## src/rtl/core/jse_pkg.sv

```systemverilog
// ----------------------------------------------------------------------------
// JSON string escaper package
// Payload structs, op and token codes, and the escape helpers shared by the
// front, the queue and the back of the escaper.
// ----------------------------------------------------------------------------
`default_nettype none

package jse_pkg;

	// Input op codes
	localparam logic [1:0] OP_OPEN  = 2'd0;
	localparam logic [1:0] OP_DATA  = 2'd1;
	localparam logic [1:0] OP_CLOSE = 2'd2;

	// ASCII bytes used by the escapes
	localparam logic [7:0] CH_QUOTE = 8'h22;
	localparam logic [7:0] CH_BSLASH = 8'h5C;
	localparam logic [7:0] CH_ZERO = 8'h30;
	localparam logic [7:0] CH_U = 8'h75;
	localparam logic [7:0] CH_PRINT_LO = 8'h20;
	localparam logic [7:0] CH_PRINT_HI = 8'h7E;

	// Token queue depth between front and back
	localparam int QDEPTH = 4;
	localparam int QPTR_W = $clog2(QDEPTH);
	localparam int QCNT_W = $clog2(QDEPTH + 1);

	// Longest escape is six bytes
	localparam int POS_W = 3;
	localparam logic [POS_W-1:0] POS_LAST_LIT  = 3'd0;
	localparam logic [POS_W-1:0] POS_LAST_PAIR = 3'd1;
	localparam logic [POS_W-1:0] POS_LAST_UNI  = 3'd5;
	localparam logic [POS_W-1:0] POS_BSLASH = 3'd0;
	localparam logic [POS_W-1:0] POS_U      = 3'd1;
	localparam logic [POS_W-1:0] POS_ZERO_A = 3'd2;
	localparam logic [POS_W-1:0] POS_ZERO_B = 3'd3;
	localparam logic [POS_W-1:0] POS_HEX_HI = 3'd4;

	typedef struct packed {
		logic [1:0] op;
		logic [7:0] data_byte;
	} in_item_t;

	typedef struct packed {
		logic [7:0] out_byte;
		logic       run_last;
	} out_item_t;

	// Token kinds: literal byte, backslash pair, \u00XX escape
	typedef enum logic [1:0] {
		KIND_LIT  = 2'd0,
		KIND_PAIR = 2'd1,
		KIND_UNI  = 2'd2
	} kind_t;

	typedef struct packed {
		kind_t      kind;
		logic [7:0] value;
	} token_t;

	function automatic logic [7:0] hex_digit(input logic [3:0] nib);
		logic [7:0] d;
		if (nib < 4'd10) begin
			d = 8'h30 + {4'd0, nib};
		end else begin
			d = 8'h57 + {4'd0, nib};
		end
		return d;
	endfunction

endpackage

`default_nettype wire

```

## src/rtl/core/jse_front.sv

```systemverilog
// ----------------------------------------------------------------------------
// JSON string escaper front
// Accepts input items and classifies each into one escape token; unused ops
// are accepted and dropped.
// ----------------------------------------------------------------------------
`default_nettype none

module jse_front import jse_pkg::*; (
	input  wire logic     valid,
	input  var  in_item_t data,
	output logic          stall,
	input  wire logic     q_full,
	output logic          push,
	output token_t        tok
);

	logic accept;

	assign stall  = q_full;
	assign accept = valid && !q_full;

	always_comb begin
		tok.kind  = KIND_LIT;
		tok.value = data.data_byte;
		push      = 1'b0;
		unique case (data.op) inside
			OP_OPEN, OP_CLOSE: begin
				push      = accept;
				tok.value = CH_QUOTE;
			end
			OP_DATA: begin
				push = accept;
				case (data.data_byte) inside
					CH_QUOTE, CH_BSLASH: tok.kind = KIND_PAIR;
					8'h08: begin tok.kind = KIND_PAIR; tok.value = 8'h62; end
					8'h0C: begin tok.kind = KIND_PAIR; tok.value = 8'h66; end
					8'h0A: begin tok.kind = KIND_PAIR; tok.value = 8'h6E; end
					8'h0D: begin tok.kind = KIND_PAIR; tok.value = 8'h72; end
					8'h09: begin tok.kind = KIND_PAIR; tok.value = 8'h74; end
					default: begin
						if (data.data_byte < CH_PRINT_LO ||
							data.data_byte > CH_PRINT_HI) begin
							tok.kind = KIND_UNI;
						end
					end
				endcase
			end
			default: push = 1'b0;
		endcase
	end

endmodule

`default_nettype wire

```

## src/rtl/core/jse_queue.sv

```systemverilog
// ----------------------------------------------------------------------------
// JSON string escaper token queue
// Small FIFO that decouples classification from byte emission.
// ----------------------------------------------------------------------------
`default_nettype none

module jse_queue import jse_pkg::*; (
	input  wire logic   clk,
	input  wire logic   arst_n,
	input  wire logic   push,
	input  var  token_t push_tok,
	output logic        full,
	input  wire logic   pop,
	output token_t      head,
	output logic        empty
);

	token_t             mem_q [QDEPTH];
	logic [QPTR_W-1:0]  wr_ptr_q;
	logic [QPTR_W-1:0]  rd_ptr_q;
	logic [QCNT_W-1:0]  count_q;
	logic               do_push;
	logic               do_pop;

	assign full    = (count_q == QCNT_W'(QDEPTH));
	assign empty   = (count_q == '0);
	assign do_push = push && !full;
	assign do_pop  = pop && !empty;
	assign head    = mem_q[rd_ptr_q];

	always_ff @(posedge clk or negedge arst_n) begin
		if (!arst_n) begin
			wr_ptr_q <= '0;
			rd_ptr_q <= '0;
			count_q  <= '0;
		end else begin
			if (do_push) begin
				wr_ptr_q <= QPTR_W'((32'(wr_ptr_q) + 1) % QDEPTH);
			end
			if (do_pop) begin
				rd_ptr_q <= QPTR_W'((32'(rd_ptr_q) + 1) % QDEPTH);
			end
			if (do_push && !do_pop) begin
				count_q <= count_q + 1'b1;
			end else if (do_pop && !do_push) begin
				count_q <= count_q - 1'b1;
			end
		end
	end

	always_ff @(posedge clk) begin
		if (do_push) begin
			mem_q[wr_ptr_q] <= push_tok;
		end
	end

endmodule

`default_nettype wire

```

## src/rtl/core/jse_back.sv

```systemverilog
// ----------------------------------------------------------------------------
// JSON string escaper back
// Expands one token at a time into its escape bytes behind an output register.
// ----------------------------------------------------------------------------
`default_nettype none

module jse_back import jse_pkg::*; (
	input  wire logic   clk,
	input  wire logic   arst_n,
	input  wire logic   q_empty,
	input  var  token_t q_head,
	output logic        q_pop,
	output logic        valid,
	input  wire logic   stall,
	output out_item_t   data
);

	token_t           cur_q;
	logic             cur_valid_q;
	logic [POS_W-1:0] pos_q;
	out_item_t        out_q;
	logic             out_valid_q;
	logic             adv;
	logic             last;
	logic             fin;
	logic [7:0]       byte_c;

	assign valid = out_valid_q;
	assign data  = out_q;
	assign adv   = !out_valid_q || !stall;

	always_comb begin
		byte_c = cur_q.value;
		last   = 1'b0;
		unique case (cur_q.kind)
			KIND_LIT: begin
				last = (pos_q == POS_LAST_LIT);
			end
			KIND_PAIR: begin
				last = (pos_q == POS_LAST_PAIR);
				if (pos_q == POS_BSLASH) begin
					byte_c = CH_BSLASH;
				end
			end
			KIND_UNI: begin
				last = (pos_q == POS_LAST_UNI);
				case (pos_q) inside
					POS_BSLASH: byte_c = CH_BSLASH;
					POS_U:      byte_c = CH_U;
					POS_ZERO_A, POS_ZERO_B: byte_c = CH_ZERO;
					POS_HEX_HI: byte_c = hex_digit(cur_q.value[7:4]);
					default:    byte_c = hex_digit(cur_q.value[3:0]);
				endcase
			end
			default: last = 1'b1;
		endcase
	end

	assign fin   = cur_valid_q && adv && last;
	assign q_pop = !q_empty && (!cur_valid_q || fin);

	always_ff @(posedge clk or negedge arst_n) begin
		if (!arst_n) begin
			cur_valid_q <= 1'b0;
			pos_q       <= '0;
			out_valid_q <= 1'b0;
		end else begin
			if (adv) begin
				out_valid_q <= cur_valid_q;
			end
			// load next token, retire a finished one, or step to the next byte
			if (q_pop) begin
				cur_valid_q <= 1'b1;
				pos_q       <= '0;
			end else if (fin) begin
				cur_valid_q <= 1'b0;
			end else if (cur_valid_q && adv) begin
				pos_q <= pos_q + 1'b1;
			end
		end
	end

	always_ff @(posedge clk) begin
		if (q_pop) begin
			cur_q <= q_head;
		end
		if (adv && cur_valid_q) begin
			out_q.out_byte <= byte_c;
			out_q.run_last <= last;
		end
	end

endmodule

`default_nettype wire

```

## src/rtl/core/json_string_escaper.sv

```systemverilog
// An item passes the token queue, token register and output register in turn.
// Throughput: one byte per cycle unless stalled; items give 1, 2 or 6 bytes.
// Input rate is one item per cycle while the four-entry token queue has room.
// Reset clears the queue, the token register and the output valid at once.
// ----------------------------------------------------------------------------
// JSON string escaper
// Turns open/data/close items into the escaped bytes of a JSON string.
// ----------------------------------------------------------------------------
`default_nettype none

module json_string_escaper import jse_pkg::*; (
	input  wire logic      clk,
	input  wire logic      arst_n,
	input  wire logic      in_valid,
	output logic           in_stall,
	input  var  in_item_t  in_data,
	output logic           out_valid,
	input  wire logic      out_stall,
	output out_item_t      out_data
);

	logic   q_full;
	logic   q_empty;
	logic   push;
	logic   pop;
	token_t tok;
	token_t head;

	jse_front u_front (
		.valid  (in_valid),
		.data   (in_data),
		.stall  (in_stall),
		.q_full (q_full),
		.push   (push),
		.tok    (tok)
	);

	jse_queue u_queue (
		.clk      (clk),
		.arst_n   (arst_n),
		.push     (push),
		.push_tok (tok),
		.full     (q_full),
		.pop      (pop),
		.head     (head),
		.empty    (q_empty)
	);

	jse_back u_back (
		.clk     (clk),
		.arst_n  (arst_n),
		.q_empty (q_empty),
		.q_head  (head),
		.q_pop   (pop),
		.valid   (out_valid),
		.stall   (out_stall),
		.data    (out_data)
	);

endmodule

`default_nettype wire

```

## config.mk

```make
export PLATFORM = sky130hd
export DESIGN_NAME = json_string_escaper
export DESIGN_NICKNAME = d
export VERILOG_FILES = /design/src/rtl/core/jse_pkg.sv /design/src/rtl/core/jse_front.sv /design/src/rtl/core/jse_queue.sv /design/src/rtl/core/jse_back.sv /design/src/rtl/core/json_string_escaper.sv
export SDC_FILE = /design/constraint.sdc
export NUM_CORES = 1
export LEC_CHECK = 0
export BUFFER_PORTS_ARGS = -buffer_cell sky130_fd_sc_hd__buf_4
export CORE_ASPECT_RATIO = 0.75
export CORE_UTILIZATION = 54
export DETAILED_ROUTE_END_ITERATION = 10
export PLACE_DENSITY = 0.83
export SLEW_MARGIN = 0
export SYNTH_ARGS = -nofsm -noshare
export SYNTH_HDL_FRONTEND = slang
export SYNTH_SLANG_ARGS = --single-unit
```

## constraint.sdc

```tcl
create_clock -name clk -period 2.6 [get_ports clk]
set_input_delay 0.52 -clock clk [delete_from_list [all_inputs] [get_ports clk]]
set_output_delay 0.52 -clock clk [all_outputs]
set_load 0.02 [all_outputs]
```

==> impl_metrics.py, run 1 <==
metrics = {
    "run_status": {
        "status": "finished, violations left",
        "violations": "negative setup slack",
    },
    "place": {
        "io_buffers": 24,
        "place_hpwl_mm": 4.348,
        "postPlaceCellArea_um2": 3846,
        "place_inst": 358,
        "gp_congestion": 0.9159,
        "place_ws_ps": -3.028,
    },
    "global_routing": {
        "grt_pass1_wl_mm": 10.40,
        "grt_pass1_vias": 2113,
        "track_usage_pct": 20.70,
        "antenna_found_initial": 0,
        "grt-ovfl-total": 0,
        "grt_max_degree": 15,
    },
    "pwr": {
        "power_density_nw_per_um2": 1167,
        "total_power_mw": 4.938,
        "leakage_nw": 1.632,
        "peakVddDrop_mv": 0.5335,
    },
    "timing": {
        "finalHoldViolCount": 0,
        "period_needed_ps": 2687,
        "slew_violations": 0,
        "setup_viol": 2,
        "worstMarginPinSlew_ps": 706.2,
        "fmax_mhz": 372.2,
        "holdWs_ps": 409.4,
        "relSlewSlack_pct": 52.92,
        "rsz0062_at_grt": "yes",
        "fin_skew_ps": 6.585,
        "period_share_pct": 103.3,
        "fin_ws_ps": -86.56,
    },
    "synthesis": {
        "ys_seq_area_share_pct": 58.33,
        "synthArstFlopShare_pct": 16.90,
        "netlist_instances": 254,
        "ys_ff_latch": 71,
        "synth_top_cell_by_area": "edfxtp_1",
        "synth_flop_cell": "edfxtp_1",
        "synth_most_common_cell": "edfxtp_1",
        "synth_area_leaders": "edfxtp_1 50%, dfrtp_1 8.5%, mux4_2 6.3%, ha_1 5.6%, inv_1 1.9%",
        "synth_fp_nets": 285,
        "ys_warn_count": 0,
        "synth_edf_count": 59,
        "syn_area_um2": 3552,
        "avgSynthCellArea_um2": 13.98,
        "ys_top_cells_by_count": "59 x edfxtp_1, 18 x inv_1, 16 x ha_1, 15 x nor2_1",
        "synth.top_cell.area_share_pct": 49.88,
        "ys_types": 60,
    },
    "route": {
        "dr_total_vias": 2231,
        "drc": 0,
        "dr.pass1.iters": 5,
        "route.detailed.vias_per_inst": 5.765,
        "drt_wl_total_mm": 6.838,
        "drtIter0Drc": 155,
        "wl_per_cell_um": 17.67,
        "antenna_left": 0,
    },
    "floorplan": {
        "ios": 25,
        "start_util_pct": 56.22,
        "core_region_area_um2": 6319,
        "die_area_um2": 6910,
        "die_x_um": 95.65,
        "die_h_um": 72.24,
        "rows": 25,
    },
    "finish": {
        "fin_cells": 387,
        "final_nets": 332,
        "synthToLayoutAreaGrowth_pct": 19.16,
        "insertedDiodeCount": 0,
        "drive_gt1_share_pct": 30.39,
        "seq_area_um2": 2072,
        "final_area_um2": 4233,
        "fillers": 449,
        "multi_input_area_um2": 1415,
    },
    "clock_tree": {
        "clkTransAtPathRegs_ps": 80,
        "clock_sinks": 71,
        "root_buffer": "clkbuf_8",
        "cts_max_level": 3,
        "numCtsBuffers": 9,
        "cts_tree": "yes",
        "clk_latency_ps": 350,
        "clk_path_buf_depth": 2,
    },
    "run": {
        "drv_cap": 0,
    },
    "setup_path": {
        "crit_fanout": 3,
        "critPathArrivalTime_ps": 2960,
        "criticalPathCategory": "reg -> reg",
        "critPathRequiredTime_ps": 2870,
        "end_kind": "flip-flop",
        "startpoint_type": "flip-flop",
    },
    "worst_hold_path": {
        "hold_path.class": "in -> reg",
    },
}
## final cells by class
| class | instances | share of cell area [%] |
|---|---|---|
| Clock buffer | 10 | 3.015 |
| Clock inverter | 6 | 2.749 |
| Inverter | 18 | 1.596 |
| Multi-Input combinational cell | 157 | 33.43 |
| Sequential cell | 71 | 48.95 |
| Tap cell | 81 | 2.394 |
| Timing Repair Buffer | 44 | 7.863 |
## critical path, cell delays in order, from the launching register on
cell and delay [ps]:
edfxtp_1 440, inv_2 100, ha_4 180, mux2_4 290
a2111oi_4 360, nor2b_2 110, inv_2 100, ha_4 160
inv_2 50, fa_2 360, xor2_1 160, nor2_1 160
xor2_1 150
## sequential cells by signal, indices dropped and copies added (netlist names)
name                cells
u_back.pos_q            3
u_queue.mem_q          40
u_queue.wr_ptr_q        2
u_back.cur_q           10
u_back.valid            1
u_back.data             9
u_queue.rd_ptr_q        2
u_queue.count_q         3
u_back.cur_valid_q      1
## path summary, 6_finish.rpt
check	from	endpoint	slack [ps]	cells past startpoint
max	u_back.cur_q[9]	u_queue.count_q[2]	-90	12
min	out_stall	u_back.valid	410	3
max reg2reg	u_back.cur_q[9]	u_queue.count_q[2]	-90	12
min reg2reg	u_queue.count_q[2]	u_queue.count_q[2]	490	1
max in group asynchronous	arst_n	u_queue.rd_ptr_q[1]	1890	2
min in group asynchronous	arst_n	u_back.pos_q[1]	550	2
## timing repair
| action | 4_1_cts | 5_1_grt |
|---|---|---|
| hold endpoints to repair | 12 | 0 |
| pin swaps | 2 | 7 |
| hold buffers | 1 | 0 |
| gates resized for setup | 0 | 11 |
| setup endpoints to repair | 1 | 4 |
| buffers inserted | 10 | 2 |
## cells by family (layout without fill, tap and decap cells)
kind of cell	after synthesis	in the layout	share of synthesized area, %
DFF	71	71	58.33
and+or+nand+nor	64	64	10.46
AOI/OAI and AO/OA	51	51	11.27
buffers and inverters	26	78	3.240
adders and majority gates	17	17	6.199
muxes	16	16	8.278
xor gates and xnor gates	9	9	2.219
## cells in the final DEF (no fill, tap or decap), types with 3 or more instances in the layout
master     count
ha_4           3
mux4_2        10
ha_1          12
dfrtp_1       12
nor2_1        15
and2_1         6
nand2_1       12
o21ai_0        5
nor2b_1        5
inv_1         14
xor2_1         3
clkbuf_8       9
xnor2_1        6
buf_4         43
edfxtp_1      59
a21oi_1       11
mux2_2         3
inv_2          4
o21a_1         6
bufinv_16      3
## stage by stage
step / TNS, ps / utilization (%)
global route: -570.4 / 66.99
floorplan: 0 / -
CTS: 0 / 66.08
detailed placement: -3.028 / 60.87
global placement: 0 / 60.87
finish: -106.6 / 66.99
## per-layer routing
layer | global-route usage, % | wire length (um) | vias up
li1 | - | - | 1059
met1 | 27.51 | 2881 | 1080
met2 | 32.62 | 3543 | 81
met3 | 5.031 | 337 | 11
met4 | 9.287 | 76 | 0
met5 | 0 | 0 | -
## report_power, final
part           switching (mW)  total [mW]  internal, mW
Clock                   0.421        1.07         0.646
Combinational           0.997        1.96         0.961
Sequential              0.278        1.91          1.63
Total                    1.70        4.94          3.24
(Power assumes the default switching activity.)
==> inputs of run 2 (changes only) <==
Settings changed: SYNTH_HIERARCHICAL set to 1.
==> run 2 against run 1 <==
  * The flow now finishes without violations
  * Sequential share of layout area increased by 1.4 points
  * Core utilization fell by 1.4 points
  * Clock-buffer cell count rose by 1
  * Wire length down 6.0%
  * Combinational power fell by 6%
  * Synthesized area shrank 1.1%
  * Critical path type unchanged
  * Critical endpoint is now u_queue/count_q[2]
  * Largest power group is now registers
==> impl_metrics.py, run 2 <==
metrics = {
    "route": {
        "drtIter0Drc": 75,
        "drc": 0,
        "dr.pass1.iters": 4,
        "antenna_left": 0,
        "wl_per_cell_um": 17.14,
        "route.detailed.vias_per_inst": 5.797,
        "drt_wl_total_mm": 6.426,
        "dr_total_vias": 2174,
    },
    "global_routing": {
        "met2_usage_pct": 34.76,
        "top_usage_layer": "met2",
        "grt_pass1_vias": 2195,
        "grt-ovfl-total": 0,
        "grt_pass1_wl_mm": 10.58,
        "antenna_found_initial": 0,
        "grt_max_degree": 14,
        "track_usage_pct": 21.28,
        "use_met3_pct": 7.006,
        "gr-usage-met1_pct": 26.86,
    },
    "synthesis": {
        "synth_area_leaders": "edfxtp_1 50%, dfrtp_1 8.5%, mux4_2 6.4%, ha_1 5.7%, inv_1 2.1%",
        "synth_edf_count": 59,
        "synth_most_common_cell": "edfxtp_1",
        "synth_fp_nets": 279,
        "synth_mux_area_share_pct": 8.191,
        "synth-adder-area-share_pct": 6.268,
        "ys_ff_latch": 71,
        "synth-xor-area-share_pct": 1.994,
        "synth_simple_gate_area_share_pct": 10.51,
        "netlist_instances": 248,
        "synthArstFlopShare_pct": 16.90,
        "ys_seq_area_share_pct": 58.97,
        "ys_top_cells_by_count": "59 x edfxtp_1, 20 x inv_1, 16 x ha_1, 12 x dfrtp_1, 11 x nor2_1",
        "synth_compound_area_share_pct": 10.36,
        "ys_warn_count": 6,
        "synth.top_cell.area_share_pct": 50.43,
        "synth_top_cell_by_area": "edfxtp_1",
        "syn_area_um2": 3513,
        "synth_flop_cell": "edfxtp_1",
        "synth_top_family_by_area": "simple AND/OR/NAND/NOR gates",
        "avgSynthCellArea_um2": 14.17,
        "ys_types": 61,
    },
    "clock_tree": {
        "cts_max_level": 3,
        "numCtsBuffers": 9,
        "clkTransAtPathRegs_ps": 80,
        "clk_path_buf_depth": 2,
        "clock_sinks": 71,
        "clk_latency_ps": 340,
        "cts_tree": "yes",
        "root_buffer": "clkbuf_8",
    },
    "timing": {
        "relSlewSlack_pct": 51.14,
        "worstMarginPinSlew_ps": 732.9,
        "period_needed_ps": 2510,
        "fmax_mhz": 398.4,
        "rsz0062_at_grt": "yes",
        "fin_skew_ps": 8.676,
        "setup_viol": 0,
        "slew_violations": 0,
        "period_share_pct": 96.55,
        "finalHoldViolCount": 0,
    },
    "floorplan": {
        "die_area_um2": 6836,
        "core_region_area_um2": 6287,
        "ios": 25,
        "die_h_um": 71.86,
        "rows": 25,
        "die_x_um": 95.14,
        "start_util_pct": 55.88,
    },
    "place": {
        "place_hpwl_mm": 4.577,
        "gp_congestion": 0.8809,
        "place_inst": 354,
        "io_buffers": 24,
    },
    "finish": {
        "fillers": 454,
        "fin_util_pct": 65.55,
        "largest-register": "u_queue/mem_q",
        "largest_reg_flops": 40,
        "final_nets": 320,
        "insertedDiodeCount": 0,
        "final_common_cell": "edfxtp_1",
        "final_cell_mix": "59 x edfxtp_1, 37 x buf_4, 16 x inv_1, 12 x ha_1",
        "drive_gt1_share_pct": 29.93,
        "synthToLayoutAreaGrowth_pct": 17.31,
        "fin_cells": 375,
    },
    "pwr": {
        "power_density_nw_per_um2": 1158,
        "leakage_nw": 1.561,
        "peakVddDrop_mv": 0.5023,
    },
    "setup_path": {
        "startpoint_type": "flip-flop",
        "end_kind": "flip-flop",
        "critPathArrivalTime_ps": 2780,
        "crit_fanout": 3,
        "criticalPathCategory": "reg -> reg",
        "critPathRequiredTime_ps": 2870,
    },
    "worst_hold_path": {
        "hold_path.class": "reg -> reg",
    },
    "run_status": {
        "status": "complete, no violations",
    },
    "run": {
        "drv_cap": 0,
    },
}
-- run 2: cell types whose count changed after synthesis, moves of 3 or more --
cell,before,now
nand3_1,1,5
a22o_1,0,5
o21a_1,6,1
nor2_1,15,11
o21ai_0,5,9
a21oi_1,11,5
and2_1,6,9
-- run 2: kinds of logic (layout without fill, tap and decap cells) --
group / Yosys count / after routing
simple gates: 62 / 62
flops: 71 / 71
compound gates: 47 / 47
buf+inv: 28 / 74
xor+xnor: 8 / 8
fa+ha+maj: 17 / 17
mux: 15 / 15
-- run 2: critical path: stages (launching register included) --
cell	delay, ps
edfxtp_1	450
ha_2	210
mux2_4	280
a221oi_4	250
o21a_1	220
nor2_4	60
nand2_4	70
ha_4	130
inv_1	50
fa_2	330
xor2_1	150
nor2_1	120
xor2_1	140
-- run 2: through the flow --
stage	setup WS, ps	total power [mW]	TNS (ps)	cell area, um^2	hold WS [ps]
CTS	8.086	4.744	0	4081	487.1
global route	-27.50	5.077	-27.50	4121	516.8
global placement	112.6	3.671	0	3847	367.7
detailed placement	3.863	3.775	0	3847	368.2
finish	89.71	4.774	0	4121	486.2
floorplan	33.96	3.239	0	3553	224.4
-- run 2: per-layer routing --
metal / up-vias / part of all wire, %
li1: 1021 / -
met1: 1076 / 45
met2: 65 / 49
met3: 12 / 4.4
met4: 0 / 1.6
met5: - / 0
-- run 2: power by group --
group / total, mW / internal [mW] / switching (mW)
Combinational: 1.84 / 0.915 / 0.926
Clock: 0.967 / 0.568 / 0.399
Sequential: 1.97 / 1.66 / 0.304
-- run 2: path summary, 6_finish.rpt --
path / from / to / slack [ps] / cells after the start
min in group asynchronous: arst_n / u_back/valid / 550 / 2
worst max register to register: u_back/cur_q[8] / u_queue/count_q[2] / 90 / 12
worst min register to register: u_queue/count_q[2] / u_queue/count_q[2] / 490 / 1
max in group asynchronous: arst_n / u_back/pos_q[1] / 1870 / 2
worst max-delay path: u_back/cur_q[8] / u_queue/count_q[2] / 90 / 12
worst min-delay path: u_queue/count_q[2] / u_queue/count_q[2] / 490 / 1
-- run 2: what timing repair did --
item / in CTS / in global routing
hold endpoints to repair: 12 / 0
resized for setup: 0 / 6
hold buffers: 1 / 0
setup buffers: 0 / 4
endpoints found under the setup margin: 0 / 2
-- run 2: final cells by class --
| type | count | area [um^2] | area share [%] |
|---|---|---|---|
| inverters | 20 | 75.07 | 1.821 |
| well taps | 81 | 101.3 | 2.459 |
| clock buffers | 11 | 141.4 | 3.430 |
| repair buffers | 38 | 287.8 | 6.982 |
| flip-flops and latches | 71 | 2074 | 50.33 |
| clock inverters | 5 | 82.58 | 2.004 |
| multi-input cells | 149 | 1359 | 32.97 |
==> inputs of run 3 (changes only) <==
Settings changed: ABC_AREA set to 1, CORE_UTILIZATION 54 to 55, PLACE_DENSITY 0.83 to 0.84.
==> run 3 against run 2 <==
  * The flow now finishes with violations (design-rule violations)
  * Core utilization rose by 1.7 points
  * Largest power group is now combinational logic
  * First-iteration DRC count increased by 140%
  * Setup slack better by 41 ps
  * Critical path type unchanged
  * Clock skew increased by 1.6 ps
  * Non-clock buffer count is 3 lower
  * Maximum frequency is 1.7% higher
  * Via count grew 30%
  * Largest cell class unchanged
  * Worst hold slack got worse by 61 ps
  * Clock power fell by 2%
==> impl_metrics.py, run 3 <==
metrics = {
    "timing": {
        "worstMarginPinSlew_ps": 693.6,
        "setup_viol": 0,
        "relSlewSlack_pct": 53.70,
        "finalHoldViolCount": 0,
        "period_share_pct": 94.98,
        "fin_ws_ps": 130.5,
        "slew_violations": 0,
        "fmax_mhz": 404.9,
        "fin_skew_ps": 10.30,
        "period_needed_ps": 2469,
    },
    "synthesis": {
        "synth.top_cell.area_share_pct": 46.23,
        "synth_flop_cell": "edfxtp_1",
        "synth_most_common_cell": "nand2_1",
        "ys_types": 36,
        "avgSynthCellArea_um2": 9.486,
        "synth_edf_count": 59,
        "synth_fp_nets": 435,
        "netlist_instances": 404,
        "synthArstFlopShare_pct": 16.90,
        "ys_seq_area_share_pct": 54.06,
        "synth_top_cell_by_area": "edfxtp_1",
        "synth_area_leaders": "edfxtp_1 46%, nand2_1 9.9%, dfrtp_1 7.8%, inv_1 6.9%, ha_1 5.2%",
        "syn_area_um2": 3832,
        "ys_top_cells_by_count": "101 x nand2_1, 70 x inv_1, 59 x edfxtp_1, 29 x nand3_1, 23 x nor2_1",
        "ys_ff_latch": 71,
        "ys_warn_count": 6,
    },
    "run_status": {
        "status": "finished, violations left",
        "violations": "design-rule violations",
    },
    "pwr": {
        "leakage_nw": 2.003,
        "peakVddDrop_mv": 0.4668,
        "total_power_mw": 5.329,
        "power_density_nw_per_um2": 1218,
    },
    "clock_tree": {
        "cts_tree": "yes",
        "clk_latency_ps": 340,
        "cts_max_level": 3,
        "clock_sinks": 71,
        "root_buffer": "clkbuf_8",
        "clkTransAtPathRegs_ps": 80,
        "clk_path_buf_depth": 2,
        "numCtsBuffers": 9,
    },
    "setup_path": {
        "startpoint_type": "flip-flop",
        "crit_fanout": 3,
        "path_buf_inv": 3,
        "cpMostUsedCell": "nand2_1",
        "end_kind": "flip-flop",
        "critPathArrivalTime_ps": 2710,
        "critPathSlowestCell": "dfrtp_1",
        "crit_family": "adder cells",
        "criticalPathCategory": "reg -> reg",
        "critPathRequiredTime_ps": 2840,
        "slowest_delay_ps": 410,
        "worstPathCellList": "buf_4 > ha_1 > nand3_1 > o21ai_2 > nor2_4 > o21ai_2 > nand2_2 > clkinv_2 > nand2_1 > ha_2 > inv_2 > fa_2 > nand2_1 > nand3_1 > nand2_1 > nand2_1",
    },
    "route": {
        "drtIter0Drc": 181,
        "antenna_left": 0,
        "dr.pass1.iters": 7,
        "route.detailed.vias_per_inst": 5.371,
        "wl_per_cell_um": 14.00,
        "dr_total_vias": 2836,
        "drc": 1,
        "drt_wl_total_mm": 7.392,
    },
    "floorplan": {
        "die_x_um": 98.39,
        "rows": 25,
        "core_region_area_um2": 6506,
        "start_util_pct": 58.90,
        "die_area_um2": 7309,
        "die_h_um": 74.29,
        "ios": 25,
    },
    "place": {
        "place_hpwl_mm": 5.243,
        "postPlaceCellArea_um2": 4089,
        "place_ws_ps": 64.62,
        "gp_congestion": 0.9659,
        "io_buffers": 24,
    },
    "global_routing": {
        "antenna_found_initial": 0,
        "grt_pass1_vias": 2642,
        "track_usage_pct": 21.85,
        "grt-ovfl-total": 0,
        "grt_max_degree": 43,
        "grt_pass1_wl_mm": 12.01,
    },
    "finish": {
        "final_cell_mix": "101 x nand2_1, 67 x inv_1, 59 x edfxtp_1, 34 x buf_4, 29 x nand3_1",
        "final_common_cell": "nand2_1",
        "final_area_um2": 4375,
        "largest_reg_flops": 40,
        "insertedDiodeCount": 0,
        "drive_gt1_share_pct": 19.91,
        "synthToLayoutAreaGrowth_pct": 14.17,
        "largest-register": "u_queue/mem_q",
        "final_nets": 473,
    },
    "run": {
        "drv_cap": 0,
    },
    "worst_hold_path": {
        "hold_path.class": "in -> reg",
    },
}
-- run 3: report_power, final --
part           leakage (nW)  total (mW)  switching [mW]  internal [mW]
combinational          1.20        2.44            1.55          0.890
sequential            0.694        1.94           0.215           1.72
clock                 0.112       0.948           0.404          0.543
-- run 3: stage by stage --
| stage | setup TNS [ps] | hold slack (ps) | util, % | cells |
|---|---|---|---|---|
| 2_1_floorplan | 0 | 224.4 | - | 404 |
| 3_3_place_gp | 0 | 364.8 | 62.85 | 507 |
| 3_5_place_dp | 0 | 366.5 | 62.85 | 507 |
| 4_1_cts | 0 | 417.5 | 66.37 | 524 |
| 5_1_grt | -33.46 | 411.0 | 67.25 | 528 |
| 6_report | 0 | 425.1 | 67.25 | 528 |
-- run 3: logic make-up after synthesis --
kind of cell	synth area share (%)
flip-flops	54.06
adder cells (fa/ha/maj)	5.746
AND/OR/NAND/NOR	20.86
AO/OA/AOI/OAI	9.664
XOR/XNOR	0.4572
buffers and inverters	9.206
-- run 3: layout make-up --
cell class | instances | area, um^2
timing repair buffer | 35 | 265.3
multi-input combinational | 250 | 1435
inverter | 75 | 282.8
tap | 81 | 101.3
sequential | 71 | 2072
fill | 506 | 2131
clock inverter | 7 | 95.09
clock buffer | 9 | 123.9
-- run 3: timing repair --
item,CTS,global route
endpoints found under the setup margin,0,2
hold buffers,1,0
hold endpoints to repair,12,0
gates resized for setup,0,10
setup buffers,0,4
-- run 3: final timing paths --
| kind | startpoint | endpoint | slack [ps] | cells past startpoint |
|---|---|---|---|---|
| max in group asynchronous | arst_n | u_queue/rd_ptr_q[0] | 1900 | 2 |
| hold reg to reg | u_queue/count_q[2] | u_queue/count_q[2] | 520 | 2 |
| setup / recovery | u_back/pos_q[0] | u_queue/count_q[2] | 130 | 16 |
| setup reg to reg | u_back/pos_q[0] | u_queue/count_q[2] | 130 | 16 |
| hold / removal | out_stall | u_back/valid | 430 | 3 |
| min in group asynchronous | arst_n | u_queue/wr_ptr_q[1] | 540 | 2 |
-- run 3: routing by layer --
| layer | vias up | wire length [um] | track usage, % |
|---|---|---|---|
| met5 | - | 0 | 0 |
| met4 | 0 | 96 | 8.292 |
| met3 | 12 | 400 | 5.827 |
| met2 | 95 | 3652 | 38.65 |
| met1 | 1317 | 3242 | 26.30 |
| li1 | 1412 | - | - |
-- run 3: worst register-to-register path, delay by kind of cell (launching register included) --
family	cells	cell delay [ps]
AOI/OAI and AO/OA	2	170
DFF	1	410
and+or+nand+nor	8	760
buffers and inverters	3	260
adders and majority gates	3	770
